### config.mk
export PLATFORM = sky130hd
export DESIGN_NAME = nfbe_fifo
export DESIGN_NICKNAME = d
export VERILOG_FILES = /design/src/hdl/nfbe_pkg.sv /design/src/hdl/nfbe_fifo.sv
export SDC_FILE = /design/constraint.sdc
export NUM_CORES = 1
export LEC_CHECK = 0
export BUFFER_PORTS_ARGS = -buffer_cell sky130_fd_sc_hd__buf_4
export CAP_MARGIN = 5
export CORE_MARGIN = 1.5
export CORE_UTILIZATION = 61
export DETAILED_ROUTE_END_ITERATION = 7
export PLACE_DENSITY = 0.84
export SLEW_MARGIN = 0
export SYNTH_ARGS = -nofsm -noshare
export SYNTH_HDL_FRONTEND = slang
export SYNTH_SLANG_ARGS = --single-unit
### constraint.sdc
create_clock -name clk -period 2.6 [get_ports clk]
set_input_delay 0.13 -clock clk [delete_from_list [all_inputs] [get_ports clk]]
set_output_delay 0.13 -clock clk [all_outputs]
set_load 0.005 [all_outputs]
### src/hdl/nfbe_pkg.sv
// shared types and constants for the near/far back-reference word expander
package nfbe_pkg;

	localparam int unsigned HISTORY_WORDS_DEF = 4096;
	localparam int unsigned QUEUE_DEPTH_DEF   = 4;

	localparam int unsigned LEN_W  = 14;
	localparam int unsigned POS_W  = 13;
	localparam int unsigned SRC_W  = 17;
	localparam int unsigned WORD_W = 16;

	localparam logic [7:0]       NEAR_TAG  = 8'hA7;
	localparam logic [7:0]       FAR_TAG   = 8'hA8;
	localparam logic [LEN_W-1:0] LEN_RESET = 14'd8192;

	typedef enum logic [1:0] {
		CMD_LIT,
		CMD_NEAR,
		CMD_FAR
	} cmd_kind_t;

	typedef struct packed {
		logic      start;
		cmd_kind_t kind;
		logic [7:0] count;
		logic [15:0] arg;
	} cmd_t;

	typedef enum logic [1:0] {
		FLT_NONE       = 2'd0,
		FLT_UNWRITTEN  = 2'd1,
		FLT_CLIPPED    = 2'd2
	} fault_t;

	typedef enum logic [2:0] {
		PH_LOW,
		PH_HIGH,
		PH_TAG,
		PH_NEAR,
		PH_FAR_LO,
		PH_FAR_HI
	} phase_t;

	typedef enum logic {
		BK_IDLE,
		BK_COPY
	} back_state_t;

	typedef struct packed {
		logic [3:0][WORD_W-1:0] words;
		logic [2:0]             count;
		logic                   last;
		logic                   done;
		logic [1:0]             fault;
	} result_t;

endpackage

### src/hdl/nfbe_fifo.sv
// command queue between parser and expander
module nfbe_fifo #(
	parameter int unsigned DEPTH = nfbe_pkg::QUEUE_DEPTH_DEF
) (
	input  logic           clk,
	input  logic           arst_n,
	input  logic           push,
	input  nfbe_pkg::cmd_t din,
	output logic           full,
	input  logic           pop,
	output nfbe_pkg::cmd_t dout,
	output logic           valid
);
	import nfbe_pkg::*;

	localparam int unsigned PW = $clog2(DEPTH);
	localparam int unsigned CW = $clog2(DEPTH + 1);

	cmd_t          mem_q [DEPTH];
	logic [PW-1:0] wr_q;
	logic [PW-1:0] rd_q;
	logic [CW-1:0] cnt_q;

	assign full  = (cnt_q == CW'(DEPTH));
	assign valid = (cnt_q != '0);
	assign dout  = mem_q[rd_q];

	always_ff @(posedge clk) begin
		if (push) begin
			mem_q[wr_q] <= din;
		end
	end

	always_ff @(posedge clk or negedge arst_n) begin
		if (!arst_n) begin
			wr_q  <= '0;
			rd_q  <= '0;
			cnt_q <= '0;
		end else begin
			if (push) begin
				wr_q <= (wr_q == PW'(DEPTH - 1)) ? '0 : wr_q + 1'b1;
			end
			if (pop) begin
				rd_q <= (rd_q == PW'(DEPTH - 1)) ? '0 : rd_q + 1'b1;
			end
			cnt_q <= cnt_q + CW'(push) - CW'(pop);
		end
	end

endmodule

* Yosys cells after proc, flatten, opt, wreduce, memory -nomap -nowiden
Memory sizes are Yosys's and may differ from the RTL's. Cells that the tools add are included.
Cells by class: add/subtract/negate cells 4, eq/ne operators 3, mux-type cells 4, reduce and logical (&&, ||, !) cells 1
Operators with widths (count):
- 2-bit by 1-bit adder with 2-bit output, second input constant | 2
- 2-bit equality test, second input constant | 2
- 2-bit two-way mux | 2
- 3-bit by 1-bit adder with 3-bit output | 1
- 3-bit equality test, second input constant | 1
- 3-bit nonzero test | 1
- 3-bit by 1-bit subtractor with 3-bit output | 1
- 1-bit two-way mux | 2
Storage, ports and cells: bits in registers 7, memory bits (writable) 108, input bits 31, word-level logic and storage cells 16, memories 1
Memories:
- mem_q | words 4, bits a word 27, rd ports 1, clocked after Yosys merged registers in 0, wr ports 1, RTL line nfbe_fifo.sv:19 | cmd_t mem_q [DEPTH];

* Longest topological paths before layout
depth after elaboration 2, mapped depth 7, gate-level depth less buffers 7

* Worst setup path after synthesis
Ideal clock, no wire load.
path type reg-to-reg, start register wr_q[0], end memory mem_q[0][0] (netlist name) (enable), data arrival time 1296 ps, path slack 918 ps, cell stages (with the launch flop) 4, path buffers 0, period minus slack after synthesis 1682 ps, path through dfrtp_1 > inv_1 > ha_1 > and2_1
RTL lines:
- from (decl) | RTL line nfbe_fifo.sv:20 | logic [PW-1:0] wr_q;
- from (signal assigned) | RTL line nfbe_fifo.sv:41 | wr_q <= (wr_q == PW'(DEPTH - 1)) ? '0 : wr_q + 1'b1;
- to (decl) | RTL line nfbe_fifo.sv:19
Straight into the memory's write port.

==> results.md <==
- Status: finished, final reports clean
- Worst-Margin Slew: 918 ps
- Post-synthesis sequential area ratio: 79.2%
- Drt first pass iters: 4
- Setup TNS: 0 ps
- Latest clock arrival within the worst-skew pair: 490 ps
- CP max stage cell: dfrtp_1
- Comb power frac: 25.4%
- #FFs+latches synth: 115
- Vias: 2196
- Cell area after synthesis: 0.00432 mm^2
- Startpoint types: register
- Largest family of logic cells by synthesized area: multiplexers
- First DRT Iteration DRCs: 163
- Max VDD drop: 0.000678 V
- Initial antenna violation count: 0
- RSZ-0062 raised after global routing: false
- Commonest non-fill, non-tap cell in the layout: edfxtp_1
- Setup-failing EPs final: 0
- Clock buffer depth: 2
- Skew final: 8.17 ps
- Critical path class: register to output pin
- ANT cells: 0
- Delay-heaviest family, CP: flip-flops
- Post-CTS sizing: 0
- Synth cell types: 21
- Total global routing overflow: 0
- Rel. slew slack: 38.8%
- Total CTS buffers: 17
- Internal power: 4740 uW
- Average wire per standard cell: 21.4 um
- Syn_nets: 216
- Most common cell on crit path: buf_4
- Max_cap viols: 0
- Xor/xnor share of the synthesized area: 0.406%
- Crit end category: output pin
- Post-CTS setup buffers: 0
- Vias per cell: 5.55
- Final worst path period share: 93.1%
- Static leakage: 0.00211 uW
- Synth Area in Compound Gates: 0.232%
- CP Cell Sequence: buf_4 > mux4_2 > buf_4
- Post-synthesis adder-cell area fraction: 2.49%
- # nets final: 326
- Final hold vios: 0
- Worst-path clk slew: 50 ps
- Die Wd: 87.1 um
- Drt total wl: 8460 um
- Non-Filler Instances: 396
- Cell Pwr Density: 1110 mW/mm^2
- DP HPWL: 4600 um
- Synth warn: 0
- WP buf/inv: 2
- Port Buffers: 59
- Worst EP arrival: 2290 ps
- Post-Syn Instances: 177
- Sw Share: 26.6%
- Final Critical Period: 2420 ps
- CTS tree: done
- H-tree Lvls: 4
- First-pass GRT wire length: 12800 um
- Clock power share: 33.6%
- Mux cell area share after synthesis: 14.7%
- Core area: 0.00683 mm^2
- Sequential fraction of design power: 40.9%
- Commonest cells after routing, fill and taps aside: edfxtp_1, buf_4, dlygate4sd3_1
- GP Congestion: 0.711
- Path type of the worst min-delay path: input port to register
- Clk sink count: 115
- Root buffer cell: clkbuf_8
- Critical Path Fanout Max: 19
- CP max stage delay: 940 ps
- Post-Synth Simple-Gate Area: 1.25%
- DRC errors left: 0
- Max Clk Rate: 413 MHz
- Layout cells sized above 1: 42.7%
- Layout area overhead: 34.4%
- Placed insts: 333
- Row Count: 30
- Vert. Die Dim: 87.1 um
- I/O pins: 60
- GRT Total Usage: 24.7%
- Largest net degree at the start of global routing: 24
- Count of pins over their slew limit: 0
- Post-CTS Hold Fix Bufs: 31
- Routed Antenna Nets: 0
- Switch Pwr: 1720 uW
- Initial Util: 63.2%
- Critical Path RT: 2470 ps
- Die area: 0.00759 mm^2
- Average cell area after synthesis: 24.4 um^2
- Vias in the first global route: 2338
[cells in the mapped netlist]
library cell  count  area (um^2)
edfxtp_1        108         3240
mux4_2           26          586
dfrtp_1           7          175
ha_1              7         87.6
inv_1             6         22.5
and2_1            4         25.0
buf_2             3         15.0
mux2_2            2         22.5
o21ai_0           2         10.0
and3_1            1         6.26
buf_12            1         20.0
buf_4             1         7.51
buf_6             1         11.3
fa_1              1         20.0
mux4_1            1         26.3
nand2_1           1         3.75
nor2_1            1         3.75
or3_1             1         6.26
or3b_2            1         8.76
xnor2_1           1         8.76
xor2_1            1         8.76
[registers in the layout, indices dropped and copies added (netlist names)]
register and cells:
wr_q 2, rd_q 2, mem_q 108, cnt_q 3
[power groups by stage]
| stage | Sequential, uW | Clock, uW | Combinational (uW) |
|---|---|---|---|
| 3_3_place_gp | 2630 | 0 | 1540 |
| 2_1_floorplan | 2490 | 0 | 1010 |
| 6_report | 2640 | 2170 | 1640 |
| 4_1_cts | 2630 | 2190 | 1640 |
| 3_5_place_dp | 2660 | 0 | 1580 |
| 5_1_grt | 2670 | 2300 | 1760 |
[cell type report]
class | instances | area (um^2)
well taps | 96 | 120
flip-flops and latches | 115 | 3420
inverters | 6 | 22.5
clock buffers | 17 | 414
multi-input cells | 50 | 823
clock inverters | 15 | 160
fillers | 292 | 1030
repair buffers | 97 | 843
[worst paths after layout]
check | to | depth (start not counted) | from | slack, ps
worst max-delay path | dout[11] | 3 | rd_q[1]$_DFFE_PN0P_ | 180
worst max register to register | mem_q[1][11]$_DFFE_PP_ | 4 | wr_q[1]$_DFFE_PN0P_ | 890
worst min register to register | cnt_q[2]$_DFF_PN0_ | 1 | cnt_q[2]$_DFF_PN0_ | 480
worst min-delay path | mem_q[2][21]$_DFFE_PP_ | 2 | din[21] | 380
max in group asynchronous | rd_q[0]$_DFFE_PN0P_ | 3 | arst_n | 1650
min in group asynchronous | cnt_q[1]$_DFF_PN0_ | 3 | arst_n | 640
[metrics by stage]
stage / hold slack (ps) / util [%] / power, uW / setup WS [ps] / instance area [um^2]
after floorplan: -166 / - / 3500 / 918 / 4320
after global placement: -51.3 / 72.0 / 4170 / 786 / 4920
after detailed placement: -50.1 / 72.0 / 4240 / 737 / 4920
after CTS: 362 / 84.9 / 6470 / 194 / 5800
after global routing: 356 / 84.9 / 6730 / 85.0 / 5800
final: 381 / 84.9 / 6460 / 180 / 5800
[kinds of logic (layout without fill, tap and decap cells)]
family,after synthesis,after routing
compound gates,2,2
xor+xnor,2,2
fa+ha+maj,8,8
buf+inv,12,135
flops,115,115
mux,29,29
simple gates,9,9
[routing by layer]
layer	vias up	global-route usage (%)	part of all wire (%)
li1	961	-	-
met1	1151	32.8	42
met2	78	40.2	52
met3	6	7.01	4.5
met4	0	8.23	0.83
met5	-	0	0
(Power assumes the default switching activity.)
