<file path="src/hdl/nfbe_pkg.sv">
// shared types and constants for the near/far back-reference word expander
package nfbe_pkg;

	localparam int unsigned HISTORY_WORDS_DEF = 4096;
	localparam int unsigned QUEUE_DEPTH_DEF   = 4;

	localparam int unsigned LEN_W  = 14;
	localparam int unsigned POS_W  = 13;
	localparam int unsigned SRC_W  = 17;
	localparam int unsigned WORD_W = 16;

	localparam logic [7:0]       NEAR_TAG  = 8'hA7;
	localparam logic [7:0]       FAR_TAG   = 8'hA8;
	localparam logic [LEN_W-1:0] LEN_RESET = 14'd8192;

	typedef enum logic [1:0] {
		CMD_LIT,
		CMD_NEAR,
		CMD_FAR
	} cmd_kind_t;

	typedef struct packed {
		logic      start;
		cmd_kind_t kind;
		logic [7:0] count;
		logic [15:0] arg;
	} cmd_t;

	typedef enum logic [1:0] {
		FLT_NONE       = 2'd0,
		FLT_UNWRITTEN  = 2'd1,
		FLT_CLIPPED    = 2'd2
	} fault_t;

	typedef enum logic [2:0] {
		PH_LOW,
		PH_HIGH,
		PH_TAG,
		PH_NEAR,
		PH_FAR_LO,
		PH_FAR_HI
	} phase_t;

	typedef enum logic {
		BK_IDLE,
		BK_COPY
	} back_state_t;

	typedef struct packed {
		logic [3:0][WORD_W-1:0] words;
		logic [2:0]             count;
		logic                   last;
		logic                   done;
		logic [1:0]             fault;
	} result_t;

endpackage

</file>
<file path="src/hdl/nfbe_ifs.sv">
// request channel interfaces: compressed bytes, expanded words, length register
interface nfbe_byte_if;
	logic       valid;
	logic       ready;
	logic [7:0] data_byte;
	logic       stream_start;

	modport source (output valid, data_byte, stream_start, input ready);
	modport sink (input valid, data_byte, stream_start, output ready);
endinterface


</file>
<file path="src/hdl/nfbe_front.sv">
// byte parser: turns compressed bytes into literal and copy commands
module nfbe_front (
	input  logic           clk,
	input  logic           arst_n,
	nfbe_byte_if.sink      bytes,
	output logic           push,
	output nfbe_pkg::cmd_t cmd,
	input  logic           full
);
	import nfbe_pkg::*;

	phase_t     phase_q, phase_d, ph;
	logic [7:0] low_q, low_d;
	logic [7:0] tag_q, tag_d;
	logic [7:0] off_q, off_d;
	logic       pend_q, pend_d;
	logic       accept;
	logic       start;

	assign bytes.ready = !full;

	always_ff @(posedge clk or negedge arst_n) begin
		if (!arst_n) begin
			phase_q <= PH_LOW;
			low_q   <= '0;
			tag_q   <= '0;
			off_q   <= '0;
			pend_q  <= 1'b0;
		end else begin
			phase_q <= phase_d;
			low_q   <= low_d;
			tag_q   <= tag_d;
			off_q   <= off_d;
			pend_q  <= pend_d;
		end
	end

	always_comb begin
		phase_d   = phase_q;
		low_d     = low_q;
		tag_d     = tag_q;
		off_d     = off_q;
		pend_d    = pend_q;
		push      = 1'b0;
		accept    = bytes.valid && !full;
		start     = pend_q || bytes.stream_start;
		ph        = bytes.stream_start ? PH_LOW : phase_q;
		cmd       = '0;
		cmd.start = start;
		cmd.kind  = CMD_LIT;
		cmd.count = low_q;
		if (accept) begin
			pend_d = start;
			unique case (ph)
				PH_LOW: begin
					low_d   = bytes.data_byte;
					phase_d = PH_HIGH;
				end
				PH_HIGH: begin
					if (bytes.data_byte == NEAR_TAG || bytes.data_byte == FAR_TAG) begin
						tag_d = bytes.data_byte;
						if (low_q == '0) begin
							phase_d = PH_TAG;
						end else if (bytes.data_byte == NEAR_TAG) begin
							phase_d = PH_NEAR;
						end else begin
							phase_d = PH_FAR_LO;
						end
					end else begin
						push     = 1'b1;
						cmd.arg  = {bytes.data_byte, low_q};
						phase_d  = PH_LOW;
					end
				end
				PH_TAG: begin
					push    = 1'b1;
					cmd.arg = {tag_q, bytes.data_byte};
					phase_d = PH_LOW;
				end
				PH_NEAR: begin
					push     = 1'b1;
					cmd.kind = CMD_NEAR;
					cmd.arg  = {8'h00, bytes.data_byte};
					phase_d  = PH_LOW;
				end
				PH_FAR_LO: begin
					off_d   = bytes.data_byte;
					phase_d = PH_FAR_HI;
				end
				PH_FAR_HI: begin
					push     = 1'b1;
					cmd.kind = CMD_FAR;
					cmd.arg  = {bytes.data_byte, off_q};
					phase_d  = PH_LOW;
				end
				default: begin
					phase_d = PH_LOW;
				end
			endcase
			if (push) begin
				pend_d = 1'b0;
			end
		end
	end

endmodule

</file>
<file path="src/flat_wrapper.sv">
// flat-port wrapper written by rule: the top's interface ports become plain ports
module nfbe_front_flat import nfbe_pkg::*;
  (clk, arst_n, push, cmd, full, bytes_valid, bytes_data_byte, bytes_stream_start, bytes_ready);
  nfbe_byte_if bytes_i ();
  input  logic clk;
  input  logic arst_n;
  output logic push;
  output nfbe_pkg::cmd_t cmd;
  input  logic full;
  input wire logic [$bits(bytes_i.valid)-1:0] bytes_valid;
  input wire logic [$bits(bytes_i.data_byte)-1:0] bytes_data_byte;
  input wire logic [$bits(bytes_i.stream_start)-1:0] bytes_stream_start;
  output wire logic [$bits(bytes_i.ready)-1:0] bytes_ready;
  assign bytes_i.valid = bytes_valid;
  assign bytes_i.data_byte = bytes_data_byte;
  assign bytes_i.stream_start = bytes_stream_start;
  assign bytes_ready = bytes_i.ready;
  nfbe_front u_core (.clk(clk), .arst_n(arst_n), .bytes(bytes_i), .push(push), .cmd(cmd), .full(full));
endmodule
</file>
<file path="config.mk">
export PLATFORM = sky130hd
export DESIGN_NAME = nfbe_front_flat
export DESIGN_NICKNAME = d
export VERILOG_FILES = /design/src/hdl/nfbe_pkg.sv /design/src/hdl/nfbe_ifs.sv /design/src/hdl/nfbe_front.sv /design/src/flat_wrapper.sv
export SDC_FILE = /design/constraint.sdc
export NUM_CORES = 1
export LEC_CHECK = 0
export BUFFER_PORTS_ARGS = -buffer_cell sky130_fd_sc_hd__buf_2
export CORE_ASPECT_RATIO = 0.6
export CORE_MARGIN = 3
export CORE_UTILIZATION = 50
export DETAILED_ROUTE_END_ITERATION = 8
export PLACE_DENSITY = 0.76
export SYNTH_ARGS = -nofsm -noshare
export SYNTH_HDL_FRONTEND = slang
export SYNTH_SLANG_ARGS = --single-unit
</file>
<file path="constraint.sdc">
create_clock -name clk -period 2 [get_ports clk]
set_input_delay 0.3 -clock clk [delete_from_list [all_inputs] [get_ports clk]]
set_output_delay 0.3 -clock clk [all_outputs]
set_load 0.02 [all_outputs]
</file>
Word level (Yosys, flattened, before mapping) --
Cells that the tools add are included.
Operators by class: multiplexer cells 15, reductions and logical operators 10, equal/unequal tests 7
Operators by type and width (number):
- one-hot mux 16 bit (4 select lines) | 1
- 2-to-1 mux 16 bit | 2
- equality test 8 bit (second input constant) | 2
- 2-to-1 mux 3 bit | 4
- one-hot mux 3 bit (3 select lines) | 1
- logical NOT 8 bit | 1
- equality test 3 x 2 -> 1 bit (second input constant) | 2
- equality test 3 bit (second input constant) | 2
- 2-to-1 mux 1 bit | 4
- one-hot mux 2 bit (2 select lines) | 1
- AND reduction 2 bit | 2
- equality test 3 x 1 -> 1 bit (second input constant) | 1
- logical NOT 3 bit | 1
- AND reduction 3 bit | 1
- OR reduction 3 bit | 1
- logical OR 1 bit | 2
- 2-to-1 mux 2 bit | 1
- one-hot mux 1 bit (2 select lines) | 1
- logical AND 1 bit | 1
- logical NOT 1 bit | 1
Word-level totals: register bits after elaboration 28, input port bits 13, logic and storage cells 37, output and inout port bits 29

Logic depth before layout (Yosys ltp) --
depth in word-level cells 6, mapped depth 6, mapped depth without buffers 4

Least setup slack after synthesis --
OpenSTA, ideal clock, no wires.
path type reg-to-output, from register u_core.phase_q[1], to output cmd[0] (netlist name), slack -0.022 ns, arrival time 1.722 ns, data required time 1.700 ns, path buffers 1, cell stages (with the launch flop) 6, cell sequence dfrtp_1 -> buf_2 -> nand2b_1 -> nor3_1 -> a22oi_1 -> a21oi_1
RTL lines:
- start, declared | RTL line nfbe_front.sv:12 | phase_t phase_q, phase_d, ph;
- start signal, assigned | RTL line nfbe_front.sv:30 | phase_q <= phase_d;
- end, declared | RTL line flat_wrapper.sv:8 | output nfbe_pkg::cmd_t cmd;

==> results.toml <==
[status]
status = "finished with violations"
violations = "negative setup slack"

[critical_path]
critPathRequiredTime_ps = 1700
cp.arrival_ps = 1850
path_max_fanout = 5
critical_path.cell_chain = "nand2b_4 -> buf_6 -> nor3_4 -> buf_6 -> nand3b_1 -> a21oi_2 -> buf_6"
path_class = "flop to primary output"
startpoint_type = "flop"
cp_common_cell = "buf_6"
slowest_stage = "dfrtp_1"
cp_slowest_stage_delay_ps = 410
endpoint_kind = "primary output"

[synthesis]
synth_nets = 152
synthArstFlopShare = 1.00
yosysUniqueCellTypes = 37
synth_top_family_by_area = "simple AND/OR/NAND/NOR gates"
yosysWarnings = 0
synth_edf_count = 0
synthCells = 139
synth_compound_area_frac = 0.170
synth-xor-area-share = 0
synth-simple-area-share = 0.196
synth-seq-cells = 28
yosysSeqAreaShare = 0.448
ys.flop_type = "dfrtp_1"
muxShareOfSynthArea = 0.154
synth_area_um2 = 1560
synth_fa_ha_area_frac = 0
postSynthAreaPerCell_um2 = 11.3

[global_routing]
track_usage = 0.245
antenna_found_initial = 0
grt_first_pass_wirelength_um = 7330
grt-ovfl-total = 0
grt_pass1_vias = 1417
grt_max_degree = 29

[timing]
layout_setup_ws_ps = -149
finalHoldViolations = 0
max_freq_mhz = 465
fin_crit_sh = 1.07
maxSlewViolCount = 0
rsz0062_at_grt = "yes"
period_needed_ps = 2150
relSlewSlack = 0.595
hold_ws_ps = 26.4
skew_ps = 5.06
tightest_slew_ps = 608
finalSetupViolCount = 17

[clock_tree]
cts_buffers = 3
cts_max_level = 1
cts.clk_slew.worst_paths_ps = 90
cts_root_buf = "clkbuf_8"
cts_hold_buf = 0
clk_latency_ps = 280
cts_tree = "yes"
clock_sinks = 28
clockBufferDepth = 2

[floorplan]
io_pins = 42
die_y_um = 49.3
initial_core_util = 0.534
num_rows = 15
die_w_um = 78.2
die-area_um2 = 3860
coreArea_um2 = 2930

[placed_design]
hpwlAfterDp_um = 3110
place_area_um2 = 1940
gp_congestion = 0.972
dp_slack_ps = -50.0
io_buffers = 41

[hold_path]
min_path_type = "primary input to async pin"

[detailed_routing]
drc = 0
wl_um = 5080
drtIter0Drc = 159
firstDrtPassIters = 5
via_per_inst = 6.13
antenna_left = 0
vias = 1568
post_drt_wl_per_cell_um = 19.8

[finish]
drive_gt1_frac = 0.584
final_nets = 228
final_util = 0.794
final_cell_area_um2 = 2320
area_growth_pct = 48.6
antenna_cells = 0

[power_and_ir_drop]
power.density_nw_per_um2 = 642
vdd_drop_max_mv = 0.394
power.total_w = 0.00149
p_leak_nw = 1.09

[run]
maxCapViolCount = 0
## report_power, final
group / switching, W / leakage, nW / internal [W] / total (W)
registers: 0.0000511 / 0.367 / 0.000612 / 0.000663
clock network: 0.000173 / 0.0357 / 0.000268 / 0.000441
logic: 0.000219 / 0.685 / 0.000170 / 0.000389
total: 0.000443 / 1.09 / 0.00105 / 0.00149
## critical path: cells and delay by family, from the launching register on
kind / cells / cell delay [ps]
and+or+nand+nor: 3 / 550
buffers and inverters: 3 / 420
AOI/OAI and AO/OA: 1 / 200
DFF: 1 / 410
## cell type report
type                    instances  area [µm²]
multi-input cells             101         881
flip-flops and latches         28         701
repair buffers                 79         612
fillers                       185         603
well taps                      42        52.6
clock buffers                   3        41.3
clock inverters                 1        30.0
inverters                       2        7.51
## routing by layer
metal	up-vias	wire length, µm	global-route usage
met5	-	0	0
met4	0	148	0.0378
met3	20	499	0.0646
met2	117	2230	0.382
met1	763	2200	0.351
li1	668	-	-
## path summary, 6_finish.rpt
path                                     from                end  slack, ps  cells after the start
min in group clk           bytes_data_byte[0]    u_core.low_q[0]        340                      2
max reg2reg                 u_core.phase_q[1]  u_core.phase_q[2]         20                      9
min reg2reg                   u_core.tag_q[7]    u_core.tag_q[7]        500                      1
max                         u_core.phase_q[1]             cmd[0]       -150                      7
min                                    arst_n    u_core.low_q[5]         30                      1
max in group asynchronous              arst_n    u_core.tag_q[5]       1580                      1
## through the flow
step | cells | setup TNS [ps]
2_1_floorplan | 139 | -341
3_3_place_gp | 236 | -47.3
3_5_place_dp | 236 | -599
4_1_cts | 248 | -1010
5_1_grt | 256 | -2720
6_report | 256 | -1720
## Yosys cell counts, types with 2 or more instances
cell type | number | share of area
mux2_4 | 4 | 0.038
nand2b_1 | 3 | 0.012
clkbuf_1 | 3 | 0.0072
a22oi_1 | 8 | 0.038
mux2_2 | 16 | 0.12
inv_1 | 2 | 0.0048
nor2_1 | 7 | 0.017
or2b_1 | 2 | 0.0096
nand3b_1 | 8 | 0.038
nor4_1 | 3 | 0.012
o21ai_0 | 3 | 0.0096
nand2_1 | 3 | 0.0072
a22o_1 | 8 | 0.045
buf_2 | 2 | 0.0064
nor3_1 | 5 | 0.016
dfrtp_1 | 28 | 0.45
nand3_1 | 2 | 0.0064
a21oi_1 | 11 | 0.035
and2_1 | 3 | 0.012
## cells by family (layout without fill, tap and decap cells)
family                 Yosys count  after routing
multiplexers                    20             20
flip-flops                      28             28
AND/OR/NAND/NOR                 46             46
buffers and inverters           10             85
AO/OA/AOI/OAI                   35             35
## cell usage in the layout, fill, tap and decap left out, drive strengths merged, types with 4 or more instances in the layout
master  count
buf        79
dfrtp      28
mux2       20
a21oi      12
a22o        8
nand3b      8
a22oi       8
nor2        7
nor3        7
o21ai       4
## registers in the layout (all words and copies together), names as in the netlist
signal,cells
u_core.off_q,8
u_core.low_q,8
u_core.phase_q,3
u_core.pend_q,1
u_core.tag_q,8
## timing repair
item / CTS / global route
setup buffers: 8 / 8
gates cloned: 1 / 0
hold endpoints to repair: 0 / 0
pin swaps: 12 / 13
endpoints found under the setup margin: 17 / 17
resized for setup: 33 / 20
(Power assumes the default switching activity.)
